==> src/design/rmlde_pkg.sv <==
// shared types and constants of the line drawing engine
package rmlde_pkg;

  localparam int FRAME_WIDTH  = 256;
  localparam int FRAME_HEIGHT = 128;
  localparam int PARAM_COUNT  = 29;
  localparam int REG_SPACE    = 32;
  localparam int PARAM_BASE   = 3;

  localparam int X_W    = 8;
  localparam int Y_W    = 7;
  localparam int ADDR_W = X_W + Y_W;
  localparam int PIX_W  = 4;
  localparam int PIDX_W = $clog2(PARAM_COUNT);

  localparam logic [7:0] REG_COMMAND = 8'd0;
  localparam logic [7:0] REG_FILL    = 8'd1;
  localparam logic [7:0] REG_OUTLINE = 8'd2;

  localparam logic [7:0] CMD_CLEAR    = 8'd0;
  localparam logic [7:0] CMD_PLOT     = 8'd1;
  localparam logic [7:0] CMD_LINE     = 8'd2;
  localparam logic [7:0] CMD_TRIANGLE = 8'd3;

  // endpoint pairs of a line
  localparam logic [1:0] SEL_AB = 2'd0;
  localparam logic [1:0] SEL_AC = 2'd1;
  localparam logic [1:0] SEL_CB = 2'd2;
  localparam logic [1:0] SEL_AA = 2'd3;

  typedef struct packed {
    logic       accept;
    logic       is_read;
    logic       bad;
    logic       clear_start;
    logic       clear_step;
    logic       line_load;
    logic [1:0] line_sel;
    logic       line_step;
  } rmlde_cmd_t;

  typedef struct packed {
    logic clear_last;
    logic line_last;
  } rmlde_stat_t;

endpackage

==> src/design/rmlde_ctrl.sv <==
// controller state machine of the line drawing engine
module rmlde_ctrl (
  input  logic                  clk,
  input  logic                  rst,
  input  logic                  start,
  input  logic                  mode,
  input  logic [7:0]            reg_address,
  input  logic [7:0]            write_value,
  input  rmlde_pkg::rmlde_stat_t stat,
  output rmlde_pkg::rmlde_cmd_t  cmd,
  output logic                  busy,
  output logic                  done
);
  import rmlde_pkg::*;

  localparam logic [2:0] S_INIT   = 3'd0;
  localparam logic [2:0] S_IDLE   = 3'd1;
  localparam logic [2:0] S_CLEAR  = 3'd2;
  localparam logic [2:0] S_LSETUP = 3'd3;
  localparam logic [2:0] S_LSTEP  = 3'd4;
  localparam logic [2:0] S_RESP   = 3'd5;

  logic [2:0] state, state_next;
  logic [1:0] sel, sel_next;
  logic       tri_mode, tri_mode_next;
  logic       accept;

  assign busy   = (state != S_IDLE);
  assign done   = (state == S_RESP);
  assign accept = start && !busy;

  always_comb begin
    state_next    = state;
    sel_next      = sel;
    tri_mode_next = tri_mode;
    cmd           = '0;
    cmd.accept    = accept;
    cmd.is_read   = mode;
    cmd.line_sel  = sel;
    case (state)
      S_INIT: begin
        cmd.clear_step = 1'b1;
        if (stat.clear_last) state_next = S_IDLE;
      end
      S_IDLE: begin
        if (accept) begin
          state_next = S_RESP;
          if (!mode && reg_address == REG_COMMAND) begin
            case (write_value)
              CMD_CLEAR: begin
                cmd.clear_start = 1'b1;
                state_next      = S_CLEAR;
              end
              CMD_PLOT: begin
                sel_next      = SEL_AA;
                tri_mode_next = 1'b0;
                state_next    = S_LSETUP;
              end
              CMD_LINE: begin
                sel_next      = SEL_AB;
                tri_mode_next = 1'b0;
                state_next    = S_LSETUP;
              end
              CMD_TRIANGLE: begin
                sel_next      = SEL_AB;
                tri_mode_next = 1'b1;
                state_next    = S_LSETUP;
              end
              default: cmd.bad = 1'b1;
            endcase
          end
        end
      end
      S_CLEAR: begin
        cmd.clear_step = 1'b1;
        if (stat.clear_last) state_next = S_RESP;
      end
      S_LSETUP: begin
        cmd.line_load = 1'b1;
        state_next    = S_LSTEP;
      end
      S_LSTEP: begin
        cmd.line_step = 1'b1;
        if (stat.line_last) begin
          if (tri_mode && sel != SEL_CB) begin
            sel_next   = (sel == SEL_AB) ? SEL_AC : SEL_CB;
            state_next = S_LSETUP;
          end else begin
            state_next = S_RESP;
          end
        end
      end
      S_RESP: state_next = S_IDLE;
      default: state_next = S_IDLE;
    endcase
  end

  always_ff @(posedge clk) begin
    if (rst) begin
      state    <= S_INIT;
      sel      <= SEL_AB;
      tri_mode <= 1'b0;
    end else begin
      state    <= state_next;
      sel      <= sel_next;
      tri_mode <= tri_mode_next;
    end
  end

`ifndef NO_ASSERTIONS
  a_accept_busy: assert property (@(posedge clk) disable iff (rst)
    (start && !busy) |=> busy) else $error("accepted beat did not raise busy");
  a_done_busy: assert property (@(posedge clk) disable iff (rst)
    done |-> busy) else $error("result strobe while idle");
  a_done_once: assert property (@(posedge clk) disable iff (rst)
    done |=> !busy && !done) else $error("result strobe not followed by idle");
  a_no_dual_write: assert property (@(posedge clk) disable iff (rst)
    cmd.clear_step |-> !cmd.line_step) else $error("clear and line write together");
`endif

endmodule

==> config.mk <==
export PLATFORM = sky130hd
export DESIGN_NAME = rmlde_ctrl
export DESIGN_NICKNAME = d
export VERILOG_FILES = /design/src/design/rmlde_pkg.sv /design/src/design/rmlde_ctrl.sv
export SDC_FILE = /design/constraint.sdc
export NUM_CORES = 1
export LEC_CHECK = 0
export ABC_AREA = 0
export BUFFER_PORTS_ARGS = -buffer_cell sky130_fd_sc_hd__clkbuf_2
export CAP_MARGIN = 15
export CORE_UTILIZATION = 46
export DETAILED_ROUTE_END_ITERATION = 10
export MAX_ROUTING_LAYER = met4
export PLACE_DENSITY = 0.85
export SLEW_MARGIN = 10
export SYNTH_ARGS = -nofsm -noshare
export SYNTH_HDL_FRONTEND = slang
export SYNTH_SLANG_ARGS = --single-unit
==> constraint.sdc <==
create_clock -name clk -period 3.1 [get_ports clk]
set_clock_uncertainty 0.15 [all_clocks]
set_input_delay 0.155 -clock clk [delete_from_list [all_inputs] [get_ports clk]]
set_output_delay 0.155 -clock clk [all_outputs]
set_load 0.01 [all_outputs]
==> results.md, run 1 <==
- The total half-perimeter wirelength after legalization and detailed placement is between 1000 and 1500 um.
- After synthesis, the share of cell area in mux cells is 3.35%.
- The primary flip-flop cell chosen by synthesis mapping is sky130_fd_sc_hd__dfxtp_1.
- The count of synthesis-stage warnings from yosys is 0.
- Combinational logic is responsible for 27.5% of the overall power.
- The leakage component of the power is about 0.33 nW.
- The share of the synthesized area in compound gates (AO/OA/AOI/OAI) is between 20% and 30%.
- The CTS buffer count is 3.
- Counting both buffers and inverters, the worst setup path holds a total of 1.
- The floorplan step defined a core boundary enclosing around 1200 um2.
- The initial standard-cell utilization of the core is 51.7%.
- STA classifies the critical path startpoint as a flop.
- After synthesis, the cell types taking the most area are sky130_fd_sc_hd__dfxtp_1, sky130_fd_sc_hd__nor4_4, sky130_fd_sc_hd__nand2b_1, sky130_fd_sc_hd__a21oi_1, sky130_fd_sc_hd__nor2_1.
- Port buffering added 32 buffers.
- The post-route netlist has approximately 44% of its cells at a drive strength greater than 1.
- The required time of the critical path is about 3.1 ns.
- Setup repair after global routing left no endpoint under its margin.
- After technology mapping, the gate count stands at slightly above 70.
- The die boundary width is 38.1 um.
- TritonCTS built the clock tree.
- The count of buffers added by post-CTS timing repair for setup is 0.
- The share of synthesized registers carrying an async set or reset is 0%.
- The area share of xor/xnor cells in the synthesized design is 0%.
- The antenna cell count is 0.
- Walking the worst path, the cells encountered are or3b_1, clkinv_4, nand3_4, o22ai_4, mux2i_1.
- The synthesized design contains 6 register bits.
- The number of DRC markers after the initial detailed-route iteration is 19.
- Max-cap violations in this run came to 0.
- The worst slew margin relative to its limit is 75.2%.
- The number of top-level design ports is 33.
- The average wire length per cell after detail routing is 12.3 um.
- In this run the number of H-tree levels came out at 1.
- The share of the synthesized area in the top cell type is 20.1%.
- Summing over every cut layer, the via total after detailed routing is about 650.
- The area enclosed by the die boundary is ~1400 um2.
- The worst-case hold slack is between 0.04 and 0.05 ns.
- The count of clock tree sinks is 6.
- After the flow finishes, the layout carries non-filler instances totaling 116.
- Internal power comes to 0.000151 W.
- The run finished with clean final reports.
- The initial antenna violation count was 0.
- The first-pass GRT wire length is 2430 um.
- The cell at the slowest stage of the critical path is sky130_fd_sc_hd__or3b_1.
- In this run, flip-flops and latches consume 37.5% of the power.
- Clock-pin slew was measured on the worst setup and hold paths at 0.05 ns.
- The number of design rule violations left after detail routing is 0.
- The worst path uses 57.1% of the clock period.
- The synthesized design spends more area on one cell type than any other, namely sky130_fd_sc_hd__dfxtp_1.
- The worst-case IR drop observed on VDD is around 200 uV.
- The area overhead of the layout relative to synthesis is 28.5%.
- Using the TritonRoute via totals, the vias-per-cell ratio works out to ~5.6.
- The category of cells accounting for the largest share of critical-path delay is simple AND/OR/NAND/NOR gates.
- For the worst setup path, the data arrival time is ~1.8 ns.
- The power dissipated by switching net loads is roughly 0.000072 W.
- Ranked by instance count, the synthesized netlist is headed by sky130_fd_sc_hd__nor2_1, sky130_fd_sc_hd__a21oi_1, sky130_fd_sc_hd__dfxtp_1.
- Of the total synthesized cell area, the portion taken by full adders, half adders and majority gates is 0%.
- The number of hold violations in the final report is 0.
- The post-layout minimum cycle time is 1.77 ns.
- Summing the areas of all and, or, nand and nor instances in the mapped netlist gives 46.7% of the synthesized area.
- For this run, the post-layout net count is 126.
- The synthesized design contains 0 enable-type register cells.
- The biggest cell delay along the critical path is between 0.5 and 0.6 ns.
- The max-slew violation count is 0.
- The post-synth net total is 93.
- Of all nets on the critical path, the largest fanout is 8.
- After detailed routing, the total wire length is 1420 um.
- The element type at the critical path end is a flop.
- The combinational family with the most area after synthesis is simple AND/OR/NAND/NOR gates.
- Derived from the worst setup path, the maximum achievable clock frequency is 565 MHz.
- The most common cell in the synthesized netlist is sky130_fd_sc_hd__nor2_1.
- For the final routed database, the setup TNS stands at 0 ns.
- Clock tree synthesis selected as its root buffer the cell sky130_fd_sc_hd__clkbuf_4.
- Setup violations remaining at the end of the flow were counted as 0.
- Gates resized during post-CTS repair numbered 0.
- The number of instances in the placed design is 113.
- Power spread over the standard cell area amounts to 290 nW/um2.
- For this run, the register share of the synthesized area comes to between 20% and 30%.
- The aggregate global-route resource usage is ~25%.
- Per report_power, the clock group accounts for 35.1% of the total.
- Entering global routing, the biggest net connects 11 pins.
- Net switching is 32.3% of the power.
- The total iterations of the first detailed-routing run is 4.
- The mean post-synth cell area is roughly 8.4 um2.
- The final antenna-violating net count is 0.
- The vertical die dimension is 38.1 um.
- The leftover overflow at the end of global routing is 0.
- The mapped netlist covers ~600 um2.
- The worst min-delay path class is input port to flop.
- The clock passes through at most 2 buffers.
- The congestion estimate from routability-driven global placement came to 0.872.
- The via count of the first global-routing pass is around 600.
- The number of cell rows is 12.
- The kind of critical path is flop to flop.
- The clock network latency to the later pin of the worst-skew pair is 0.25 ns.
- The unique cell type count in the Yosys netlist is 33.
- After clock tree synthesis, the flow added hold-fix buffers numbering 0.
- At the pin with the least slew margin, the transition time is 0.369 ns.
[cell type report]
type	count	area, um2
Fill cell	100	388
Multi-Input combinational cell	59	435
Timing Repair Buffer	32	160
Clock buffer	3	22.5
Inverter	2	12.5
Tap cell	14	17.5
Sequential cell	6	120
[power by group through the flow]
stage	Sequential, W	Combinational, W	Clock, W
after floorplan	0.0000841	0.0000359	0
after global placement	0.0000846	0.0000607	0
after detailed placement	0.0000851	0.0000610	0
after CTS	0.0000835	0.0000616	0.0000775
after global routing	0.0000843	0.0000683	0.0000849
final	0.0000835	0.0000612	0.0000782
[stage by stage]
| stage | util (%) | setup slack [ns] | power (W) | area (um2) |
|---|---|---|---|---|
| global route | 66.5 | 1.22 | 0.000238 | 768 |
| CTS | 66.5 | 1.33 | 0.000223 | 768 |
| global placement | 64.5 | 1.44 | 0.000145 | 746 |
| finish | 66.5 | 1.33 | 0.000223 | 768 |
| detailed placement | 64.5 | 1.35 | 0.000146 | 746 |
| floorplan | - | 1.52 | 0.000120 | 598 |
[cell usage in the layout, fill, tap and decap left out, drive strengths merged]
cell	count
nor3	5
o21bai	2
nor2	7
and2b	2
nand3	3
or3b	1
a41oi	1
nand2b	5
nand2	5
nand3b	1
nor4	2
o31a	1
clkinv	1
dfxtp	6
o21ai	5
o22ai	2
inv	1
or3	2
and2	1
a21oi	6
and3b	1
and4bb	1
o31ai	2
mux2i	2
clkbuf	35
nand4	2
[worst paths after layout]
path,startpoint,endpoint,slack [ns],depth (start not counted)
worst min-delay path,rst,tri_mode,0.05,2
worst max-delay path,state[2],sel[1],1.33,5
worst max register to register,state[2],sel[1],1.33,5
worst min register to register,sel[0],sel[0],0.37,2
[metal layers]
| metal | vias to the layer above | track usage [%] | wire [um] |
|---|---|---|---|
| met1 | 286 | 29.0 | 586 |
| met3 | 6 | 5.81 | 78 |
| met5 | - | - | 0 |
| met4 | 0 | 12.5 | 21 |
| met2 | 30 | 40.3 | 735 |
| li1 | 327 | - | - |
[worst reg2reg max path: cells and delay by family, from the launching register on]
family / cells / cell delay (ns)
and+or+nand+nor: 2 / 0.60
DFF: 1 / 0.42
muxes: 1 / 0.23
AOI/OAI and AO/OA: 1 / 0.18
buffers and inverters: 1 / 0.11
[logic make-up (layout without fill, tap and decap cells)]
logic type / count (synthesis) / after routing
buffers and inverters: 6 / 37
AOI/OAI and AO/OA: 19 / 19
muxes: 2 / 2
and+or+nand+nor: 38 / 38
DFF: 6 / 6
[flip-flops by register name, indices dropped and copies added (netlist names)]
register  cells
sel           2
state         3
tri_mode      1
No activity file was read; power rests on OpenSTA's default activity.
==> inputs of run 2 (changes only) <==
Settings changed: CORE_UTILIZATION 46 to 42, PLACE_DENSITY 0.85 to 0.79.
Clock period 3.1 ns to 1.7 ns, I/O delays scaled along.
==> run 2 against run 1 <==
Against the previous run:
- largest cell class unchanged
- largest power group unchanged
- final cell count up 6.9%
- sequential share of layout area decreased by 1.1 points
- first-iteration DRC count is 47% lower
- the flow now finishes with violations (hold timing)
- power up 91%
- via count grew 2.9%
- sequential power rose by 80%
- utilization fell by 3.1 points
- setup slack got worse by 1.3 ns
- clock power up 87%
==> results.md, run 2 (synthesis gave the netlist of run 1 again) <==
- The flow ran to the end, but the final reports show violations.
- The checks that failed: hold timing.
- The startpoint identified for the worst register-to-register timing path is state[1].
- The launching instance or port of the critical path is start.
- The signal on the critical path passes through dlygate4sd3_1, clkbuf_2, and4bb_2, nand2_1, nor3_1, clkbuf_2.
- The number of cell rows is 13 (+1).
- STA classifies the critical path endpoint as a primary output.
- The final antenna-violating net count came to 0 (unchanged).
- The max-slew violation count is 0 (unchanged).
- The placer's final routability congestion estimate is 0.802 (-8.1%).
- The kind of critical path is input port to primary output.
- The clock network latency to the later pin of the worst-skew pair is 0.26 ns (about the same).
- The first-pass GRT wire length came to 2380 um (-2.0%).
- The number of flip-flops in the largest register is 3 (unchanged).
- The critical path arrival is 1.41 ns (-0.38 ns).
- The critical-path maximum fanout is 4 (-4).
- Counting stages on the worst path, the most repeated cell is sky130_fd_sc_hd__clkbuf_2.
- The combined area of the multi-input logic cells is 442 um2 (+1.4%).
- The total half-perimeter wirelength after legalization and detailed placement is 1190 um (+0.41%).
- The ratio of routed vias to standard cells is 5.39 (-3.7%).
- The top cell types in the final layout, fill and taps aside, are sky130_fd_sc_hd__clkbuf_2, sky130_fd_sc_hd__nor2_1.
- The area enclosed by the die boundary came to 1580 um2 (+9.0%).
- The utilization after layout is 63.3% (-3.1 points).
- The worst slack at placement was 0.0101 ns (-1.33 ns).
- The area taken by flip-flops and latches was 121 um2 (+1.0%).
- The number of design rule violations left after detail routing is 0 (unchanged).
- The post-layout minimum cycle time is 1.64 ns.
- The number of DRC markers after the initial detailed-route iteration came to 10 (-9).
- The total power per unit cell area came to 511 nW/um2 (+76%).
- The number of violations of the max-capacitance limit is 0 (unchanged).
- STA classifies the critical path startpoint as an input port.
- The number of top-level design ports is 33 (unchanged).
- The CTS H-tree depth is 1 (unchanged).
- The clock slew seen by the registers of the worst setup and hold paths is 0.05 ns (about the same).
- The initial standard-cell utilization of the core is 45.4% (-6.3 points).
- The leakage component of the power is 0.366 nW (+11%).
- The pin slew with the least headroom to its limit is 0.428 ns (+0.0593 ns).
- The average wire length per cell after detail routing is 11.8 um (-3.4%).
- The count of clock tree sinks is 6 (unchanged).
- The category of cells accounting for the largest share of critical-path delay is buffers and inverters.
- Counting flops per register, the top entry is state.
- The number of hold violations in the final report was 1 (+1).
- The largest net degree at the start of global routing came to 11 (unchanged).
- The aggregate global-route resource usage is 23.9% (-1.1 points).
- The tree is rooted in a sky130_fd_sc_hd__clkbuf_4.
- The library cell used most frequently in the layout, excluding fill and tap cells, is sky130_fd_sc_hd__clkbuf_2.
- The die boundary width is 39.7 um (+4.4%).
- The total iterations of the first detailed-routing run is 4 (unchanged).
- Derived from the worst setup path, the maximum achievable clock frequency is around 610 MHz.
- The final-layout fill cell count is 133 (+33%).
- The detailed-route via count is 668 (+2.9%).
- The worst-case hold slack is -0.00118 ns (-0.0491 ns).
- The antenna cell count is 0 (unchanged).
- The cell at the slowest stage of the critical path is sky130_fd_sc_hd__dlygate4sd3_1.
- The worst slew margin relative to its limit is 71.3% (-3.9 points).
- The number of endpoints failing setup at the final stage is 0 (unchanged).
- The via count of the first global-routing pass is 597 (+0.51%).
- The post-layout worst setup margin came to 0.0571 ns (-1.27 ns).
- Relative to the synthesized area, the layout overhead comes to 39.5%.
- The final critical path takes up 96.6% of the cycle.
- TritonCTS built the clock tree.
- The total power is 0.000427 W (+91%).
- The startpoint identified for the worst hold timing path is stat[1].
- The vertical die dimension is 39.7 um (+4.4%).
- The leftover overflow at the end of global routing is 0 (unchanged).
- The required time of the critical path is 1.46 ns (-1.67 ns).
- The biggest cell delay along the critical path is 0.52 ns (about the same).
- The aggregate routed wire length is 1470 um (+3.3%).
- The number of input and output port buffers inserted is 32 (unchanged).
- The largest registers in the layout are state (3), sel (2), tri_mode (1).
- The share of cells above drive strength 1 is 48.6% (+4.5 points).
- The clock tree buffer depth is 2 (unchanged).
- The worst min-delay path class is input port to flop.
- The initial antenna violation count is 0 (unchanged).
- The area of the core is 1320 um2 (+14%).
- The worst IR drop on VDD is 335 uV (+70%).
- The post-layout net count was 133 (+5.6%).
- The worst path buffer plus inverter count is 3 (+2).
- The CTS buffer count is 3 (unchanged).
run 2: changes by cell type in the layout (fill, tap and decap cells not counted):
cell / previous run / this run
sky130_fd_sc_hd__a21oi_1: 6 / 5
sky130_fd_sc_hd__dlygate4sd3_1: 0 / 2
sky130_fd_sc_hd__dfxtp_2: 0 / 1
sky130_fd_sc_hd__or3b_4: 0 / 1
sky130_fd_sc_hd__buf_4: 0 / 5
sky130_fd_sc_hd__dfxtp_1: 6 / 5
sky130_fd_sc_hd__a21oi_2: 0 / 1
sky130_fd_sc_hd__or3b_1: 1 / 0
run 2: stage by stage:
stage | cells | instance area [um2] | TNS, ns | hold WS, ns
after global placement | 117 | 769 | 0 | 0.223
after global routing | 124 | 835 | -0.00491 | 0.0141
after detailed placement | 117 | 769 | 0 | 0.225
after CTS | 122 | 815 | 0 | 0.00290
after floorplan | 71 | 598 | 0 | 0.112
final | 124 | 835 | 0 | -0.00118
run 2: path summary, 6_finish.rpt:
path	slack, ns	endpoint	cells past startpoint
max	0.06	cmd[5]	6
min	-0.001	state[1]	4
max reg2reg	0.09	sel[1]	5
min reg2reg	0.38	sel[1]	2
run 2: timing repair:
item	4_1_cts	5_1_grt
endpoints found under the setup margin	1	3
buffers inserted	0	2
endpoints found under the hold margin	2	0
pin swaps	0	1
hold buffers	2	0
gates resized for setup	1	2
run 2: worst reg2reg max path, delay by kind of cell, from the launching register on:
| kind | cells | cell delay, ns |
|---|---|---|
| compound gates | 1 | 0.18 |
| simple gates | 2 | 0.53 |
| flops | 1 | 0.38 |
| mux | 1 | 0.22 |
| buf+inv | 1 | 0.09 |
run 2: routing by layer:
layer	up-vias	global-route usage, %	wire [um]
met3	5	5.11	75
met5	-	-	0
li1	338	-	-
met2	22	40.6	711
met1	303	26.7	657
met4	0	10.3	25
run 2: layout make-up:
class | instances | area share, %
Multi-Input combinational cell | 59 | 52.9
Timing Repair Buffer | 39 | 26.1
Sequential cell | 6 | 14.5
Clock buffer | 3 | 2.70
Tap cell | 15 | 2.25
Inverter | 2 | 1.50
run 2: where the power goes:
part           internal, W  total, W  switching (W)
Clock            0.0000808  0.000146      0.0000655
Sequential        0.000145  0.000150     0.00000423
Combinational    0.0000615  0.000131      0.0000692
==> inputs of run 3 (changes only) <==
==> constraint.sdc (replaced) <==
create_clock -name clk -period 1.7 [get_ports clk]
set_clock_uncertainty 0.15 [all_clocks]
set_input_delay 0 -clock clk [delete_from_list [all_inputs] [get_ports clk]]
set_output_delay 0 -clock clk [all_outputs]
set_load 0.01 [all_outputs]
==> run 3 against run 2 <==
Against the previous run:
- the run now ends clean
- sequential share of layout area fell by 0.24 points
- final cell count grew 1.6%
- clock-buffer cell count unchanged
- non-clock buffer count up 2
- cell area up 2.7%
- register-to-register slack improved by 0.02 ns
- global-route usage up 0.72 points
==> results.md, run 3 (synthesis gave the netlist of run 1 again) <==
- The placer's final routability congestion estimate was 0.802 (unchanged).
- The CTS buffer count is 3 (unchanged).
- The largest registers in the layout are state (3), sel (2), tri_mode (1).
- The number of input and output port buffers inserted is 32 (unchanged).
- STA classifies the critical path startpoint as a flop.
- Following the worst setup path forward leads to its endpoint at sel[1].
- The CTS H-tree depth is 1 (unchanged).
- The worst slack at placement was 0.0101 ns (unchanged).
- The final-layout fill cell count was 134 (+0.75%).
- The number of violations of the max-capacitance limit came to 0 (unchanged).
- The clock network latency to the later pin of the worst-skew pair was 0.26 ns (about the same).
- The total power per unit cell area came to 504 nW/um2 (-1.5%).
- The terminus of the critical flop-to-flop path is sel[1].
- The initial antenna violation count is 0 (unchanged).
- The final design area excluding fillers is 857 um2 (+2.7%).
- In this run the worst setup path begins at state[2].
- The number of cell instances on the worst register-to-register path came to 5 (unchanged).
- The critical path arrival is 1.61 ns (+0.20 ns).
- The vertical die dimension is 39.7 um (unchanged).
- The final antenna-violating net count is 0 (unchanged).
- The leftover overflow at the end of global routing is 0 (unchanged).
- The required time of the critical path is 1.73 ns (+0.27 ns).
- The die boundary width is 39.7 um (unchanged).
- The area enclosed by the die boundary was 1580 um2 (unchanged).
- The final cycle utilization of the critical path was 93.3% (-3.4 points).
- The number of cell rows was 13 (unchanged).
- The antenna cell count is 0 (unchanged).
- The leakage component of the power is 0.374 nW (+2.3%).
- The setup slack of the worst register-to-register path is 0.11 ns (+0.02 ns).
- The worst min-delay path class is input port to flop.
- The first-pass GRT wire length was 2450 um (+2.9%).
- The aggregate routed wire length was 1490 um (+1.4%).
- The number of design rule violations left after detail routing is 0 (unchanged).
- The flow ran to the end, and the final reports show no timing, DRC or antenna violations.
- The clock slew seen by the registers of the worst setup and hold paths came to 0.05 ns (about the same).
- The area of placed instances is 769 um2 (unchanged).
- In the layout the commonest cells are sky130_fd_sc_hd__clkbuf_2, sky130_fd_sc_hd__nor2_1, sky130_fd_sc_hd__a21oi_1, sky130_fd_sc_hd__dlygate4sd3_1.
- The post-layout net count is 135 (+1.5%).
- The number of DRC markers after the initial detailed-route iteration is 13 (+3).
- The maximum clock frequency is 631 MHz (+3.6%).
- On the critical path the largest part of the delay comes from simple AND/OR/NAND/NOR gates.
- The instance count on the critical path was 5 (-1).
- The critical path in this run is classified as flop to flop.
- The worst register-to-register path begins at state[2].
- The cell chosen for the clock root is sky130_fd_sc_hd__clkbuf_4.
- The clock tree buffer depth is 2 (unchanged).
- The biggest cell delay along the critical path came to 0.44 ns (-0.08 ns).
- The area overhead of the layout relative to synthesis is 43.3%.
- The via count of the first global-routing pass came to 621 (+4.0%).
- The share of cells above drive strength 1 is 45.9% (-2.7 points).
- Walking the worst path, the cells encountered are or3b_4, clkinv_4, nand3_4, o22ai_4, mux2i_1.
- TritonCTS built the clock tree.
- The initial standard-cell utilization of the core is 45.4% (unchanged).
- The post-layout minimum cycle time was 1.59 ns (-0.0571 ns).
- The combined area of the multi-input logic cells is 438 um2 (-0.85%).
- The aggregate global-route resource usage is 24.6% (+0.72 points).
- Setup repair after global routing left no endpoint under its margin.
- The pin slew with the least headroom to its limit is 0.382 ns (-0.0459 ns).
- The worst slew margin relative to its limit is 74.3% (+3.0 points).
- The max-slew violation count is 0 (unchanged).
- The ratio of routed vias to standard cells was 5.36 (-0.56%).
- The sum of negative setup slack is 0 ns (unchanged).
- The critical-path maximum fanout came to 6 (+2).
- The worst path buffer plus inverter count came to 1 (-2).
- The number of flip-flops in the largest register is 3 (unchanged).
- The area of the core is 1320 um2 (unchanged).
- The number of endpoints failing setup at the final stage is 0 (unchanged).
- The count of clock tree sinks came to 6 (unchanged).
- The total iterations of the first detailed-routing run came to 4 (unchanged).
- The post-layout worst setup margin was 0.114 ns (+0.0571 ns).
- The largest net degree at the start of global routing was 11 (unchanged).
- The largest register by flop count is state.
- The number of top-level design ports was 33 (unchanged).
- The worst-case hold slack is 0.0296 ns (+0.0308 ns).
- The slowest stage of the critical path is the sky130_fd_sc_hd__or3b_4 cell.
- The detailed-route via count is 675 (+1.0%).
- The number of hold violations in the final report came to 0 (-1).
- The most common library cell in the layout ignoring fill and taps is sky130_fd_sc_hd__clkbuf_2.
- The area taken by flip-flops and latches was 123 um2 (+1.0%).
- STA classifies the critical path endpoint as a flop.
- The total half-perimeter wirelength after legalization and detailed placement came to 1190 um (unchanged).
- The average wire length per cell after detail routing came to 11.8 um (-0.18%).
- The worst IR drop on VDD is 344 uV (+2.7%).
==> run 3: cell type report <==
| class | instances | share of cell area (%) |
|---|---|---|
| timing repair buffer | 41 | 28.3 |
| multi-input combinational | 59 | 51.1 |
| tap | 15 | 2.19 |
| clock buffer | 3 | 2.63 |
| sequential | 6 | 14.3 |
| inverter | 2 | 1.46 |
==> run 3: routing by layer <==
layer | routed length, um | track usage (%) | part of all wire (%) | up-vias
li1 | - | - | - | 340
met1 | 650 | 26.7 | 44 | 306
met2 | 732 | 43.0 | 49 | 24
met3 | 82 | 5.11 | 5.5 | 5
met4 | 25 | 10.3 | 1.7 | 0
met5 | 0 | - | 0 | -
==> run 3: what timing repair did <==
item | CTS | global route
setup endpoints to repair | 1 | 1
pin swaps | 0 | 1
buffers inserted | 0 | 0
endpoints found under the hold margin | 4 | 0
cloned | 0 | 0
resized for setup | 1 | 2
hold buffers | 6 | 0
==> run 3: worst min path at each step <==
stage | depth (start not counted) | slack [ns] | startpoint | to
6_report | 5 | 0.03 | write_value[4] | tri_mode
5_1_grt | 2 | 0.07 | mode | cmd[7]
3_5_place_dp | 2 | 0.06 | mode | cmd[7]
4_1_cts | 5 | 0.03 | write_value[5] | tri_mode
3_3_place_gp | 2 | 0.05 | mode | cmd[7]
2_1_floorplan | 1 | -0.06 | mode | cmd[7]
==> run 3: worst register-to-register path, delay by kind of cell (launching register included) <==
kind / cells / cell delay (ns)
flip-flops: 1 / 0.36
AND/OR/NAND/NOR: 2 / 0.52
multiplexers: 1 / 0.22
AO/OA/AOI/OAI: 1 / 0.18
buffers and inverters: 1 / 0.09
==> run 3: where the power goes <==
part	switching (W)	internal, W	leakage, nW
combinational	0.0000695	0.0000649	0.311
sequential	0.00000464	0.000145	0.0497
clock	0.0000664	0.0000809	0.0138
total	0.000141	0.000291	0.374
==> run 3: stage by stage <==
step | total power [W] | cells | utilization (%)
after global placement | 0.000274 | 117 | 58.4
after CTS | 0.000431 | 126 | 64.9
final | 0.000432 | 126 | 65.1
after detailed placement | 0.000275 | 117 | 58.4
after floorplan | 0.000219 | 71 | -
after global routing | 0.000451 | 126 | 65.1
